File: src/rtl/fpr_pkg.sv
// Shared types, codes and reset values for the framed packet receiver.
package fpr_pkg;

  // Item kinds carried in the func field.
  localparam logic [1:0] FUNC_BYTE = 2'd0;
  localparam logic [1:0] FUNC_TICK = 2'd1;
  localparam logic [1:0] FUNC_ARM  = 2'd2;

  // Result kinds carried in the out_kind field.
  localparam logic [1:0] KIND_ID     = 2'd0;
  localparam logic [1:0] KIND_LENGTH = 2'd1;
  localparam logic [1:0] KIND_DATA   = 2'd2;
  localparam logic [1:0] KIND_STATUS = 2'd3;

  // Configuration register indexes.
  localparam logic [0:0] REG_TIMEOUT_TICKS = 1'd0;
  localparam logic [0:0] REG_MAX_LENGTH    = 1'd1;

  localparam int          CFG_INDEX_W         = 1;
  localparam int          CFG_DATA_W          = 16;
  localparam logic [15:0] TIMEOUT_TICKS_RESET = 16'd1000;
  localparam logic [7:0]  MAX_LENGTH_RESET    = 8'd128;

  typedef enum logic [2:0] {
    PH_ID       = 3'd0,
    PH_LENGTH   = 3'd1,
    PH_DATA     = 3'd2,
    PH_CHECKSUM = 3'd3,
    PH_IGNORE   = 3'd4
  } phase_t;

  typedef struct packed {
    logic [1:0] func;
    logic [7:0] byte_in;
  } fpr_in_t;

  typedef struct packed {
    logic [1:0] out_kind;
    logic [7:0] out_byte;
    logic [7:0] data_index;
    logic       status_corrupt;
    logic       last;
  } fpr_out_t;

endpackage

File: src/rtl/fpr_core.sv
// Frame parser, checksum and timer state, updated once per accepted request.
module fpr_core import fpr_pkg::*; (
  input  logic                   clk,
  input  logic                   rst,
  input  logic                   fire,
  input  fpr_in_t                item,
  input  logic                   cfg_we,
  input  logic [CFG_INDEX_W-1:0] cfg_index,
  input  logic [CFG_DATA_W-1:0]  cfg_data,
  output logic                   res_valid,
  output fpr_out_t               res
);

  logic [15:0] timeout_ticks;
  logic [7:0]  max_length;

  phase_t      phase, phase_next;
  logic [7:0]  bytes_left, bytes_left_next;
  logic [7:0]  write_index, write_index_next;
  logic [7:0]  running_xor, running_xor_next;
  logic        armed, armed_next;
  logic        blocked, blocked_next;
  logic        arm_pending, arm_pending_next;
  logic [15:0] timer_count, timer_count_next;
  logic        timer_running, timer_running_next;
  logic        timer_unblocks, timer_unblocks_next;

  always_ff @(posedge clk) begin
    if (rst) begin
      timeout_ticks <= TIMEOUT_TICKS_RESET;
      max_length    <= MAX_LENGTH_RESET;
    end else if (cfg_we) begin
      case (cfg_index)
        REG_TIMEOUT_TICKS: timeout_ticks <= cfg_data;
        REG_MAX_LENGTH:    max_length    <= cfg_data[7:0];
        default:           ;
      endcase
    end
  end

  always_ff @(posedge clk) begin
    if (rst) begin
      phase          <= PH_ID;
      bytes_left     <= '0;
      write_index    <= '0;
      running_xor    <= '0;
      armed          <= 1'b0;
      blocked        <= 1'b0;
      arm_pending    <= 1'b0;
      timer_count    <= '0;
      timer_running  <= 1'b0;
      timer_unblocks <= 1'b0;
    end else if (fire) begin
      phase          <= phase_next;
      bytes_left     <= bytes_left_next;
      write_index    <= write_index_next;
      running_xor    <= running_xor_next;
      armed          <= armed_next;
      blocked        <= blocked_next;
      arm_pending    <= arm_pending_next;
      timer_count    <= timer_count_next;
      timer_running  <= timer_running_next;
      timer_unblocks <= timer_unblocks_next;
    end
  end

  always_comb begin
    phase_next          = phase;
    bytes_left_next     = bytes_left;
    write_index_next    = write_index;
    running_xor_next    = running_xor;
    armed_next          = armed;
    blocked_next        = blocked;
    arm_pending_next    = arm_pending;
    timer_count_next    = timer_count;
    timer_running_next  = timer_running;
    timer_unblocks_next = timer_unblocks;
    res_valid           = 1'b0;
    res                 = '0;

    case (item.func)
      FUNC_BYTE: begin
        if (armed) begin
          unique case (phase)
            PH_ID: begin
              timer_count_next    = timeout_ticks;
              timer_running_next  = 1'b1;
              timer_unblocks_next = 1'b0;
              res_valid           = 1'b1;
              res.out_kind        = KIND_ID;
              res.out_byte        = item.byte_in;
              phase_next          = PH_LENGTH;
              running_xor_next    = running_xor ^ item.byte_in;
            end
            PH_LENGTH: begin
              res_valid = 1'b1;
              if (item.byte_in > max_length) begin
                // Bad length: report corrupt and hold off until the unblock timer runs out.
                res.out_kind        = KIND_STATUS;
                res.status_corrupt  = 1'b1;
                res.last            = 1'b1;
                phase_next          = PH_IGNORE;
                blocked_next        = 1'b1;
                armed_next          = 1'b0;
                timer_count_next    = timeout_ticks;
                timer_running_next  = 1'b1;
                timer_unblocks_next = 1'b1;
              end else begin
                res.out_kind     = KIND_LENGTH;
                res.out_byte     = item.byte_in;
                bytes_left_next  = item.byte_in;
                write_index_next = '0;
                phase_next       = (item.byte_in != 8'd0) ? PH_DATA : PH_CHECKSUM;
                running_xor_next = running_xor ^ item.byte_in;
              end
            end
            PH_DATA: begin
              res_valid        = 1'b1;
              res.out_kind     = KIND_DATA;
              res.out_byte     = item.byte_in;
              res.data_index   = write_index;
              write_index_next = write_index + 8'd1;
              bytes_left_next  = bytes_left - 8'd1;
              if (bytes_left == 8'd1) begin
                phase_next = PH_CHECKSUM;
              end
              running_xor_next = running_xor ^ item.byte_in;
            end
            PH_CHECKSUM: begin
              timer_running_next = 1'b0;
              res_valid          = 1'b1;
              res.out_kind       = KIND_STATUS;
              res.status_corrupt = (running_xor != item.byte_in);
              res.last           = 1'b1;
              armed_next         = 1'b0;
              phase_next         = PH_ID;
            end
            default: ;
          endcase
        end
      end
      FUNC_TICK: begin
        if (timer_running) begin
          if (timer_count > 16'd1) begin
            timer_count_next = timer_count - 16'd1;
          end else begin
            timer_count_next   = '0;
            timer_running_next = 1'b0;
            if (timer_unblocks) begin
              timer_unblocks_next = 1'b0;
              phase_next          = PH_ID;
              blocked_next        = 1'b0;
              // An arm that arrived while blocked takes effect now.
              if (arm_pending) begin
                arm_pending_next = 1'b0;
                armed_next       = 1'b1;
                bytes_left_next  = '0;
                write_index_next = '0;
                running_xor_next = '0;
              end
            end else begin
              phase_next         = PH_IGNORE;
              armed_next         = 1'b0;
              res_valid          = 1'b1;
              res.out_kind       = KIND_STATUS;
              res.status_corrupt = 1'b1;
              res.last           = 1'b1;
            end
          end
        end
      end
      FUNC_ARM: begin
        if (blocked) begin
          arm_pending_next = 1'b1;
        end else begin
          armed_next          = 1'b1;
          phase_next          = PH_ID;
          bytes_left_next     = '0;
          write_index_next    = '0;
          running_xor_next    = '0;
          timer_running_next  = 1'b0;
          timer_unblocks_next = 1'b0;
        end
      end
      default: ;
    endcase
  end

  a_blocked_not_armed: assert property (@(posedge clk) disable iff (rst)
    blocked |-> !armed) else $error("receiver armed while blocked");

  a_unblock_timer: assert property (@(posedge clk) disable iff (rst)
    timer_unblocks |-> (timer_running && blocked))
    else $error("unblock timer without a running timer and a block");

  a_pending_needs_block: assert property (@(posedge clk) disable iff (rst)
    arm_pending |-> blocked) else $error("arm held while not blocked");

  a_data_phase: assert property (@(posedge clk) disable iff (rst)
    (phase == PH_DATA) |-> (armed && bytes_left != 8'd0))
    else $error("data phase with nothing left to receive");

endmodule

File: src/rtl/fpr_out_fifo.sv
// Two-entry result buffer that parts the input side from the output stall.
module fpr_out_fifo import fpr_pkg::*; (
  input  logic     clk,
  input  logic     rst,
  input  logic     push,
  input  fpr_out_t push_data,
  output logic     full,
  output logic     out_valid,
  input  logic     out_stall,
  output fpr_out_t out_data
);

  fpr_out_t   mem [2];
  logic       wr_ptr;
  logic       rd_ptr;
  logic [1:0] count;
  logic       pop;

  assign pop       = out_valid && !out_stall;
  assign out_valid = (count != 2'd0);
  assign full      = (count == 2'd2);
  assign out_data  = mem[rd_ptr];

  always_ff @(posedge clk) begin
    if (push) begin
      mem[wr_ptr] <= push_data;
    end
  end

  always_ff @(posedge clk) begin
    if (rst) begin
      wr_ptr <= 1'b0;
      rd_ptr <= 1'b0;
      count  <= '0;
    end else begin
      if (push) begin
        wr_ptr <= ~wr_ptr;
      end
      if (pop) begin
        rd_ptr <= ~rd_ptr;
      end
      case ({push, pop})
        2'b10:   count <= count + 2'd1;
        2'b01:   count <= count - 2'd1;
        default: ;
      endcase
    end
  end

endmodule

File: src/rtl/framed_packet_receiver.sv
// Top level of the framed packet receiver.
// Parses frames of id, length, data bytes and an XOR checksum, one request per
// received byte, timer tick or host arm. Every request is handled in the cycle it
// is accepted, so one request can be taken in every clock while in_stall is low;
// results are registered in a two-entry buffer, and in_stall rises only while
// both entries are held by a stalled output. The user must write the configuration
// registers through cfg_we, cfg_index and cfg_data while the receiver is idle;
// the block does not enforce this. They take effect for the next request.
module framed_packet_receiver import fpr_pkg::*; (
  input  logic                   clk,
  input  logic                   rst,
  input  logic                   in_valid,
  output logic                   in_stall,
  input  fpr_in_t                in_data,
  output logic                   out_valid,
  input  logic                   out_stall,
  output fpr_out_t               out_data,
  input  logic                   cfg_we,
  input  logic [CFG_INDEX_W-1:0] cfg_index,
  input  logic [CFG_DATA_W-1:0]  cfg_data
);

  logic     fire;
  logic     res_valid;
  fpr_out_t res;
  logic     full;

  assign in_stall = full;
  assign fire     = in_valid && !full;

  fpr_core u_core (
    .clk       (clk),
    .rst       (rst),
    .fire      (fire),
    .item      (in_data),
    .cfg_we    (cfg_we),
    .cfg_index (cfg_index),
    .cfg_data  (cfg_data),
    .res_valid (res_valid),
    .res       (res)
  );

  fpr_out_fifo u_out_fifo (
    .clk       (clk),
    .rst       (rst),
    .push      (fire && res_valid),
    .push_data (res),
    .full      (full),
    .out_valid (out_valid),
    .out_stall (out_stall),
    .out_data  (out_data)
  );

endmodule
File: config.mk
export PLATFORM = sky130hd
export DESIGN_NAME = framed_packet_receiver
export DESIGN_NICKNAME = d
export VERILOG_FILES = /design/src/rtl/fpr_pkg.sv /design/src/rtl/fpr_core.sv /design/src/rtl/fpr_out_fifo.sv /design/src/rtl/framed_packet_receiver.sv
export SDC_FILE = /design/constraint.sdc
export NUM_CORES = 1
export LEC_CHECK = 0
export ABC_AREA = 0
export BUFFER_PORTS_ARGS = -buffer_cell sky130_fd_sc_hd__buf_4
export CAP_MARGIN = 30
export CORE_MARGIN = 2
export CORE_UTILIZATION = 50
export CTS_CLUSTER_DIAMETER = 200
export CTS_CLUSTER_SIZE = 24
export DETAILED_ROUTE_END_ITERATION = 8
export HOLD_SLACK_MARGIN = 0.05
export PLACE_DENSITY = 0.69
export SYNTH_ARGS = -nofsm -noshare
export SYNTH_HDL_FRONTEND = slang
export SYNTH_SLANG_ARGS = --single-unit
File: constraint.sdc
create_clock -name clk -period 7.4 [get_ports clk]
set_clock_uncertainty 0.05 [all_clocks]
set_input_delay 0.37 -clock clk [delete_from_list [all_inputs] [get_ports clk]]
set_output_delay 0.37 -clock clk [all_outputs]
set_load 0.02 [all_outputs]
==> impl_metrics.py, run 1 <==
metrics = {
    "synth": {
        "synth-seq-cells": 117,
        "synth_ff_type": "dfxtp_1",
        "synth.top_cell.area_share_pct": 25.2,
        "yosys-top-cells-area": "dfxtp_1 25%, edfxtp_1 20%, nand2_1 4.6%",
        "ys_warn_count": 0,
        "yosys.area.top_type": "dfxtp_1",
        "synthCells": 668,
        "synthTopCellsByCount": "77 x dfxtp_1, 75 x nand2_1, 47 x a21oi_1, 41 x nor2_1, 40 x edfxtp_1",
        "syn_nets": 718,
        "synth_cell_types": 62,
        "ys_seq_area_share_pct": 44.9,
        "ys_async_sr_fraction_pct": 0,
        "synth_edf_count": 40,
        "syn_avg_cell_area_um2": 9.15,
        "netlist_area_mm2": 0.00611,
        "yosysMostFrequentCell": "dfxtp_1",
    },
    "place": {
        "port_buffers": 53,
        "place_ws_ns": 3.80,
        "post-place-cells": 834,
        "routabilityCongestion": 0.889,
        "hpwl_um": 9970,
        "place_area_mm2": 0.00658,
    },
    "timing": {
        "fmax_mhz": 314,
        "min_period_over_period_pct": 43.0,
        "tightest_slew_ns": 1.06,
        "hold_viol": 0,
        "setup_ws_ns": 4.22,
        "maxSlewHeadroom_pct": 27.9,
        "min_period_ns": 3.18,
        "setup_viol": 0,
        "drv_slew": 0,
        "tns_ns": 0,
        "rsz0062_at_grt": "no",
    },
    "finish": {
        "drive_gt1_share_pct": 16.3,
        "design_area_mm2": 0.00716,
        "multiInputGateArea_mm2": 0.00311,
        "fin_cells": 866,
        "ff_latch_area_mm2": 0.00274,
        "area_delta_synth_final_pct": 17.2,
        "antennaDiodeCount": 0,
        "layout.nets": 756,
        "utilization_pct": 59.9,
        "fill_cells": 1027,
    },
    "critical_path": {
        "critPathKind": "in -> reg",
        "cp-startpoint": "in_data[9]",
        "worstPathArrival_ns": 3.17,
        "critPathMaxFanout": 20,
        "worstReg2RegStart": "u_core.timer_count[0]",
        "required_ns": 7.38,
        "startpoint_type": "primary input",
        "end_kind": "flip-flop",
    },
    "pwr": {
        "p_int_mw": 1.27,
        "p_switching_uw": 417,
        "clkPwrFrac_pct": 47.2,
        "power.density_mw_per_mm2": 235,
        "comb_power_share_pct": 11.7,
        "p_leak_nw": 2.80,
        "ir_worst_vdd_uv": 115,
        "seq_power_share_pct": 41.1,
        "swShare_pct": 24.7,
    },
    "status": {
        "outcome": "completed",
    },
    "cts": {
        "cts-buffers-inserted": 17,
        "clkSlewWorstSetupHoldPaths_ns": 0.05,
        "cts_resized": 0,
        "clkLatencyLatePin_ns": 0.41,
        "cts_buffer_depth": 2,
        "clkSinkCount": 117,
        "cts_tree": "done",
        "cts_setup_buffers": 0,
        "htree_levels": 4,
        "root_buffer": "clkbuf_16",
        "hold_buffers": 0,
    },
    "grt": {
        "antenna_found_initial": 0,
        "grt_pass1_wl_um": 23900,
        "first_global_vias": 4954,
        "track_usage_pct": 23.1,
        "grt_remaining_overflow": 0,
        "grt_max_degree": 69,
    },
    "hold_path": {
        "hold_path_class": "in -> reg",
        "min-delay-start": "cfg_data[9]",
    },
    "die": {
        "fp.dieW_um": 115,
        "dieArea_mm2": 0.0131,
        "design.core.area_mm2": 0.0120,
        "io_pins": 54,
        "rows": 40,
        "die_h_um": 115,
        "initial_utilization_pct": 51.1,
    },
    "detailed_routing": {
        "routed_wl_um": 14600,
        "drt-vias-per-instance": 6.02,
        "first_pass_iters": 5,
        "wire_per_inst_um": 16.8,
        "ant_nets": 0,
        "drtIter0Drc": 343,
        "vias": 5213,
        "drc": 0,
    },
    "job": {
        "maxCapViolations": 0,
    },
}
[state kept, by name, summed over array words and instances, names as in the netlist, named ones only]
signal / flops
u_out_fifo.wr_ptr: 1
u_core.timer_count: 16
u_core.timer_unblocks: 1
u_core.bytes_left: 8
u_out_fifo.count: 2
u_core.write_index: 8
u_core.blocked: 1
u_core.timeout_ticks: 16
u_out_fifo.rd_ptr: 1
u_core.arm_pending: 1
u_core.phase: 3
u_core.running_xor: 8
u_out_fifo.mem: 40
u_core.timer_running: 1
u_core.max_length: 8
u_core.armed: 1
[metrics by stage]
step | power, mW | hold WS (ns)
final | 1.68 | 0.115
after global routing | 1.75 | 0.120
after detailed placement | 0.899 | 0.400
after CTS | 1.69 | 0.105
after global placement | 0.894 | 0.396
after floorplan | 0.840 | 0.382
[power by group through the flow]
| stage | Combinational, mW | Sequential (mW) | Clock [mW] |
|---|---|---|---|
| after CTS | 0.196 | 0.691 | 0.803 |
| after global placement | 0.190 | 0.704 | 0 |
| final | 0.197 | 0.692 | 0.795 |
| after global routing | 0.220 | 0.693 | 0.833 |
| after floorplan | 0.140 | 0.700 | 0 |
| after detailed placement | 0.194 | 0.704 | 0 |
[final cells by class]
type	count	area share [%]
multi-input cells	484	43.5
repair buffers	57	5.98
clock buffers	24	7.16
clock inverters	8	0.996
flip-flops and latches	117	38.3
inverters	29	1.52
well taps	147	2.57
[routing by layer]
metal  wire, µm  track usage (%)
met1       6370             29.1
met5          0                0
met3        789             4.66
met4        280             9.43
met2       7120             39.0
[worst max-delay path: stages]
cell     delay [ns]
buf_4          0.12
inv_1          0.07
ha_1           0.61
inv_1          0.43
nor2_1         0.23
nand4_1        0.22
a21oi_1        0.33
and2_1         0.77
[cells in the final DEF (no fill, tap or decap), types with 14 or more instances in the layout]
cell type	Yosys	layout
clkbuf_16	0	18
and3_1	16	16
ha_1	18	18
edfxtp_1	40	40
xor2_1	14	14
nand4_1	16	16
buf_4	1	57
nor3_1	16	15
mux2_2	21	21
nor2_1	41	41
nand3_1	31	31
dfxtp_1	77	77
a21oi_1	47	47
nand2_1	75	75
o21ai_0	23	23
inv_1	28	28
[path summary, 6_finish.rpt]
kind | end | slack [ns] | cells after the start
worst max-delay path | u_out_fifo.mem[1][11] | 4.22 | 8
worst min-delay path | u_core.timeout_ticks[9] | 0.12 | 3
worst max register to register | u_out_fifo.mem[1][11] | 4.32 | 7
worst min register to register | u_core.max_length[3] | 0.40 | 2
[cells by family (layout without fill, tap and decap cells)]
| kind of cell | Yosys count | in the layout | synth area share [%] |
|---|---|---|---|
| compound gates | 160 | 160 | 17.9 |
| xor+xnor | 22 | 22 | 3.15 |
| fa+ha+maj | 18 | 18 | 3.68 |
| buf+inv | 67 | 118 | 4.28 |
| flops | 117 | 117 | 44.9 |
| mux | 24 | 24 | 4.36 |
| simple gates | 260 | 260 | 21.7 |
No activity file was read; power rests on OpenSTA's default activity.
==> run 2, diff against run 1 <==
--- a/config.mk
+++ b/config.mk
@@ -5,7 +5,7 @@
 export SDC_FILE = /design/constraint.sdc
 export NUM_CORES = 1
 export LEC_CHECK = 0
-export ABC_AREA = 0
+export ABC_AREA = 1
 export BUFFER_PORTS_ARGS = -buffer_cell sky130_fd_sc_hd__buf_4
 export CAP_MARGIN = 30
 export CORE_MARGIN = 2
@@ -14,7 +14,7 @@
 export CTS_CLUSTER_SIZE = 24
 export DETAILED_ROUTE_END_ITERATION = 8
 export HOLD_SLACK_MARGIN = 0.05
-export PLACE_DENSITY = 0.69
+export PLACE_DENSITY = 0.71
 export SYNTH_ARGS = -nofsm -noshare
 export SYNTH_HDL_FRONTEND = slang
 export SYNTH_SLANG_ARGS = --single-unit
==> constraint.sdc (replaced) <==
create_clock -name clk -period 2.6 [get_ports clk]
set_clock_uncertainty 0.05 [all_clocks]
set_input_delay 0.13 -clock clk [delete_from_list [all_inputs] [get_ports clk]]
set_output_delay 0.13 -clock clk [all_outputs]
set_load 0.02 [all_outputs]
==> impl_metrics.py, run 2 <==
metrics = {
    "finish": {
        "top_regs": "u_out_fifo.mem: 40 flops, u_core.timeout_ticks: 16 flops, u_core.timer_count: 16 flops",
        "final_common_cell": "nand2_1",
        "layout.nets": 974,
        "antennaDiodeCount": 0,
        "registers.top_by_ff_count": "u_out_fifo.mem",
        "drive_gt1_share_pct": 16.4,
        "fin_cells": 1109,
        "largest_register_ffs": 40,
        "final_cell_mix": "193 x nand2_1, 159 x nor2_1, 80 x inv_1",
        "area_delta_synth_final_pct": 21.1,
    },
    "job": {
        "maxCapViolations": 0,
    },
    "synth": {
        "synth-seq-cells": 117,
        "synth_cell_types": 38,
        "synth_edf_count": 40,
        "syn_avg_cell_area_um2": 7.50,
        "yosys.area.top_type": "dfxtp_1",
        "synth.top_cell.area_share_pct": 24.2,
        "ys_warn_count": 0,
        "ys_seq_area_share_pct": 43.1,
        "synth_ff_type": "dfxtp_1",
        "synthTopCellsByCount": "193 x nand2_1, 159 x nor2_1, 80 x inv_1, 77 x dfxtp_1, 53 x o21ai_0",
        "synthCells": 848,
        "netlist_area_mm2": 0.00636,
        "yosysMostFrequentCell": "nand2_1",
        "yosys-top-cells-area": "dfxtp_1 24%, edfxtp_1 19%, nand2_1 11%",
        "syn_nets": 898,
        "ys_async_sr_fraction_pct": 0,
    },
    "status": {
        "outcome": "completed",
    },
    "critical_path": {
        "worstPathArrival_ns": 2.50,
        "required_ns": 2.91,
        "critPathKind": "reg -> reg",
        "end_kind": "flip-flop",
        "critPathMaxFanout": 19,
        "startpoint_type": "flip-flop",
        "critPathBufInv": 2,
        "slowest_stage": "dfxtp_1",
        "max_stage_delay_ns": 0.32,
        "cpMostUsedCell": "nor2_1",
        "path_cells": "inv_1 > ha_1 > nor2_1 > nor2_2 > nand3_2 > nand2_4 > nand2_4 > nor2_8 > nand3_4 > inv_2 > nor2_1 > nor2_1",
        "crit_family": "simple AND/OR/NAND/NOR gates",
    },
    "die": {
        "initial_utilization_pct": 50.8,
        "die_h_um": 117,
        "fp.dieW_um": 117,
        "design.core.area_mm2": 0.0125,
        "io_pins": 54,
        "dieArea_mm2": 0.0136,
        "rows": 41,
    },
    "timing": {
        "tns_ns": 0,
        "setup_ws_ns": 0.407,
        "maxSlewHeadroom_pct": 61.5,
        "fmax_mhz": 456,
        "drv_slew": 0,
        "setup_viol": 0,
        "hold_viol": 0,
        "tightest_slew_ns": 0.578,
        "min_period_over_period_pct": 84.3,
        "min_period_ns": 2.19,
        "rsz0062_at_grt": "no",
    },
    "place": {
        "port_buffers": 53,
        "post-place-cells": 1059,
        "place_ws_ns": 0.390,
        "hpwl_um": 9980,
        "routabilityCongestion": 0.885,
    },
    "detailed_routing": {
        "wire_per_inst_um": 12.8,
        "routed_wl_um": 14200,
        "vias": 5574,
        "drc": 0,
        "first_pass_iters": 5,
        "drtIter0Drc": 265,
        "ant_nets": 0,
        "drt-vias-per-instance": 5.03,
    },
    "hold_path": {
        "hold_path_class": "in -> reg",
    },
    "grt": {
        "first_global_vias": 5213,
        "antenna_found_initial": 0,
        "track_usage_pct": 22.5,
        "grt_pass1_wl_um": 23900,
        "grt_remaining_overflow": 0,
        "grt_max_degree": 59,
    },
    "cts": {
        "cts-buffers-inserted": 17,
        "htree_levels": 4,
        "root_buffer": "clkbuf_16",
        "clkSlewWorstSetupHoldPaths_ns": 0.06,
        "clkLatencyLatePin_ns": 0.42,
        "cts_tree": "done",
        "cts_buffer_depth": 2,
        "cts_setup_buffers": 0,
        "clkSinkCount": 117,
    },
    "pwr": {
        "power.density_mw_per_mm2": 681,
        "p_leak_nw": 3.43,
        "power_mw": 5.25,
        "ir_worst_vdd_uv": 480,
    },
}
[run 2: worst min-delay path, delay by kind of cell]
| family | cells | cell delay, ns |
|---|---|---|
| and+or+nand+nor | 4 | 0.22 |
| buffers and inverters | 1 | 0.09 |
| xor gates and xnor gates | 1 | 0.07 |
[run 2: final timing paths]
check | endpoint | cells after the start | slack [ns] | startpoint
min | u_core.running_xor[0] | 6 | 0.08 | in_data[0]
max reg2reg | u_core.bytes_left[7] | 12 | 0.41 | u_core.timer_count[0]
min reg2reg | u_out_fifo.rd_ptr | 1 | 0.41 | u_out_fifo.rd_ptr
max | u_core.bytes_left[7] | 12 | 0.41 | u_core.timer_count[0]
[run 2: power breakdown]
group,internal (mW),switching [mW]
registers,1.97,0.0648
clock network,1.51,0.866
logic,0.322,0.514
total,3.80,1.44
[run 2: metal layers]
layer	routed length, µm	GRT usage (%)
met3	546	4.69
met5	0	0
met2	6860	38.8
met4	251	9.10
met1	6500	27.5
[run 2: area by class of cell]
class | instances | area, µm²
clock buffers | 17 | 425
clock inverters | 15 | 179
fillers | 1144 | 4810
repair buffers | 85 | 683
flip-flops and latches | 117 | 2740
multi-input cells | 612 | 3120
well taps | 172 | 215
inverters | 91 | 342
[run 2: logic make-up (layout without fill, tap and decap cells)]
family	Yosys count	in the layout	share of synthesized area, %
xor gates and xnor gates	20	20	2.75
buffers and inverters	119	208	7.87
DFF	117	117	43.1
muxes	20	20	3.54
AOI/OAI and AO/OA	94	94	7.83
and+or+nand+nor	460	460	31.4
adders and majority gates	18	18	3.54
[run 2: repair_timing]
| action | in CTS | in global routing |
|---|---|---|
| endpoints found under the setup margin | 0 | 1 |
| endpoints found under the hold margin | 32 | 0 |
| gates resized for setup | 0 | 1 |
| hold buffers | 18 | 0 |
[run 2: stage by stage]
| step | cell area (µm²) | hold WS (ns) | util, % |
|---|---|---|---|
| after floorplan | 6360 | 0.149 | - |
| after global placement | 6920 | 0.300 | 55.3 |
| after detailed placement | 6920 | 0.306 | 55.3 |
| after CTS | 7710 | 0.0652 | 61.6 |
| after global routing | 7710 | 0.111 | 61.6 |
| final | 7710 | 0.0783 | 61.6 |
==> run 3, diff against run 2 <==
--- a/config.mk
+++ b/config.mk
@@ -5,7 +5,7 @@
 export SDC_FILE = /design/constraint.sdc
 export NUM_CORES = 1
 export LEC_CHECK = 0
-export ABC_AREA = 1
+export ABC_AREA = 0
 export BUFFER_PORTS_ARGS = -buffer_cell sky130_fd_sc_hd__buf_4
 export CAP_MARGIN = 30
 export CORE_MARGIN = 2
@@ -14,7 +14,7 @@
 export CTS_CLUSTER_SIZE = 24
 export DETAILED_ROUTE_END_ITERATION = 8
 export HOLD_SLACK_MARGIN = 0.05
-export PLACE_DENSITY = 0.71
+export PLACE_DENSITY = 0.69
 export SYNTH_ARGS = -nofsm -noshare
 export SYNTH_HDL_FRONTEND = slang
 export SYNTH_SLANG_ARGS = --single-unit
==> constraint.sdc (replaced) <==
create_clock -name clk -period 2.1 [get_ports clk]
set_clock_uncertainty 0.05 [all_clocks]
set_input_delay 0.105 -clock clk [delete_from_list [all_inputs] [get_ports clk]]
set_output_delay 0.105 -clock clk [all_outputs]
set_load 0.02 [all_outputs]
==> impl_metrics.py, run 3 (synthesized netlist as in run 1, its figures left out) <==
metrics = {
    "timing": {
        "setup_ws_ns": -0.341,
        "worst_hold_slack_ns": 0.0689,
        "fmax_mhz": 410,
        "setup_viol": 90,
        "maxSlewHeadroom_pct": 59.4,
        "min_period_over_period_pct": 116,
        "hold_viol": 0,
        "rsz0062_at_grt": "yes",
        "min_period_ns": 2.44,
        "tightest_slew_ns": 0.606,
        "drv_slew": 0,
    },
    "finish": {
        "design_area_mm2": 0.00913,
        "area_delta_synth_final_pct": 49.4,
        "antennaDiodeCount": 0,
        "layout.nets": 896,
        "registers.top_by_ff_count": "u_out_fifo.mem",
        "final_common_cell": "buf_4",
        "drive_gt1_share_pct": 38.3,
        "utilization_pct": 76.3,
        "largest_register_ffs": 40,
        "final_cell_mix": "132 x buf_4, 69 x nand2_1, 69 x dfxtp_1",
        "fill_cells": 758,
        "top_regs": "u_out_fifo.mem: 40 flops, u_core.timeout_ticks: 16 flops, u_core.timer_count: 16 flops",
    },
    "detailed_routing": {
        "drc": 0,
        "drt-vias-per-instance": 6.12,
        "routed_wl_um": 19000,
        "first_pass_iters": 6,
        "vias": 6154,
        "drtIter0Drc": 523,
        "wire_per_inst_um": 18.9,
        "ant_nets": 0,
    },
    "critical_path": {
        "critPathBufInv": 0,
        "timing.reg2reg.setup_slack_ns": -0.34,
        "path_cells": "nor3_1 > and4_1 > a41o_4 > nand3_4 > or3_4 > a32o_1",
        "slowest_stage": "nor3_1",
        "worstReg2RegStart": "u_core.timer_count[14]",
        "startpoint_type": "flip-flop",
        "reg2regPathDepth": 6,
        "required_ns": 2.35,
        "end_kind": "flip-flop",
        "reg2reg_to": "u_core.running_xor[3]",
        "max_stage_delay_ns": 0.45,
        "crit_family": "simple AND/OR/NAND/NOR gates",
        "critPathMaxFanout": 5,
        "critPathKind": "reg -> reg",
        "worstPathArrival_ns": 2.69,
    },
    "place": {
        "place_ws_ns": -0.369,
        "hpwl_um": 11300,
        "routabilityCongestion": 0.877,
        "place_area_mm2": 0.00730,
        "port_buffers": 53,
    },
    "hold_path": {
        "holdPathStages": 4,
        "min-delay-start": "in_data[0]",
        "worstHoldEndpoint": "u_core.bytes_left[0]",
        "hold_path_class": "in -> reg",
    },
    "grt": {
        "grt_pass1_wl_um": 28400,
        "grt.busiest_layer": "met2",
        "track_usage_pct": 27.6,
        "grt_remaining_overflow": 0,
        "antenna_found_initial": 0,
        "met2_usage_pct": 49.9,
        "grt_max_degree": 27,
        "use_met1_pct": 30.4,
        "first_global_vias": 6042,
        "use_met3_pct": 6.30,
    },
    "cts": {
        "cts-buffers-inserted": 17,
        "cts_tree": "done",
        "clkSinkCount": 117,
        "clkLatencyLatePin_ns": 0.42,
        "htree_levels": 4,
        "cts_buffer_depth": 2,
        "root_buffer": "clkbuf_16",
        "clkSlewWorstSetupHoldPaths_ns": 0.06,
    },
    "die": {
        "die_h_um": 115,
        "rows": 40,
        "initial_utilization_pct": 51.1,
        "fp.dieW_um": 115,
        "io_pins": 54,
        "dieArea_mm2": 0.0131,
        "design.core.area_mm2": 0.0120,
    },
    "pwr": {
        "power.density_mw_per_mm2": 725,
        "power_mw": 6.62,
        "p_leak_nw": 3.66,
        "ir_worst_vdd_uv": 474,
    },
    "status": {
        "violations": "negative setup slack",
        "outcome": "finished, violations left",
    },
    "job": {
        "maxCapViolations": 0,
    },
}
run 3: cell count changes in the layout (fill, tap and decap cells not counted), moves of 24 or more:
cell,delta
buf_6,+24
o21ai_0,-43
nand2_1,-124
inv_1,-59
buf_4,+65
nor2_1,-123
run 3: report_power, final:
part | internal, mW | switching (mW) | leakage, nW
sequential | 2.39 | 0.0465 | 1.01
clock | 1.98 | 1.01 | 0.301
combinational | 0.560 | 0.634 | 2.35
run 3: how the worst max path moves through the flow:
stage / from / end / slack (ns) / cells after the start
2_1_floorplan: u_core.timer_count[5] / u_out_fifo.count[1] / -0.30 / 9
3_3_place_gp: u_core.timer_count[5] / u_out_fifo.count[1] / -0.34 / 9
3_5_place_dp: u_core.timer_count[5] / u_out_fifo.count[1] / -0.37 / 9
4_1_cts: u_core.timer_count[5] / u_core.running_xor[1] / -0.29 / 7
5_1_grt: u_core.timer_count[14] / u_core.running_xor[3] / -0.43 / 6
6_report: u_core.timer_count[14] / u_core.running_xor[3] / -0.34 / 6
run 3: metrics by stage:
step / setup TNS [ns] / cells
after floorplan: -10.82 / 668
after global placement: -15.22 / 915
after detailed placement: -18.78 / 915
after CTS: -16.36 / 1004
after global routing: -22.14 / 1006
final: -13.62 / 1006
run 3: worst reg2reg max path, delay by kind of cell (launching register included):
| kind | cells | cell delay [ns] |
|---|---|---|
| and+or+nand+nor | 4 | 1.37 |
| AOI/OAI and AO/OA | 2 | 0.54 |
| DFF | 1 | 0.38 |
run 3: routing by layer:
metal	part of all wire (%)	vias up	routed length, µm
met5	0	-	0
met4	4.6	0	879
met3	5.6	93	1060
met2	52	268	9870
met1	38	2946	7200
li1	-	2847	-
run 3: area by class of cell:
cell class              count  area, µm²  share of cell area (%)
flip-flops and latches    117       2750                    30.1
multi-input cells         487       3790                    41.5
clock inverters            14        164                    1.79
well taps                 147        184                    2.01
inverters                  29        109                    1.19
clock buffers              18        439                    4.81
repair buffers            194       1700                    18.6
run 3: what timing repair did:
| item | 4_1_cts | 5_1_grt |
|---|---|---|
| resized for setup | 74 | 102 |
| gates cloned | 5 | 3 |
| setup endpoints to repair | 95 | 115 |
| endpoints found under the hold margin | 26 | 0 |
| hold buffers | 32 | 0 |
| setup buffers | 21 | 9 |
| pin swaps | 26 | 45 |
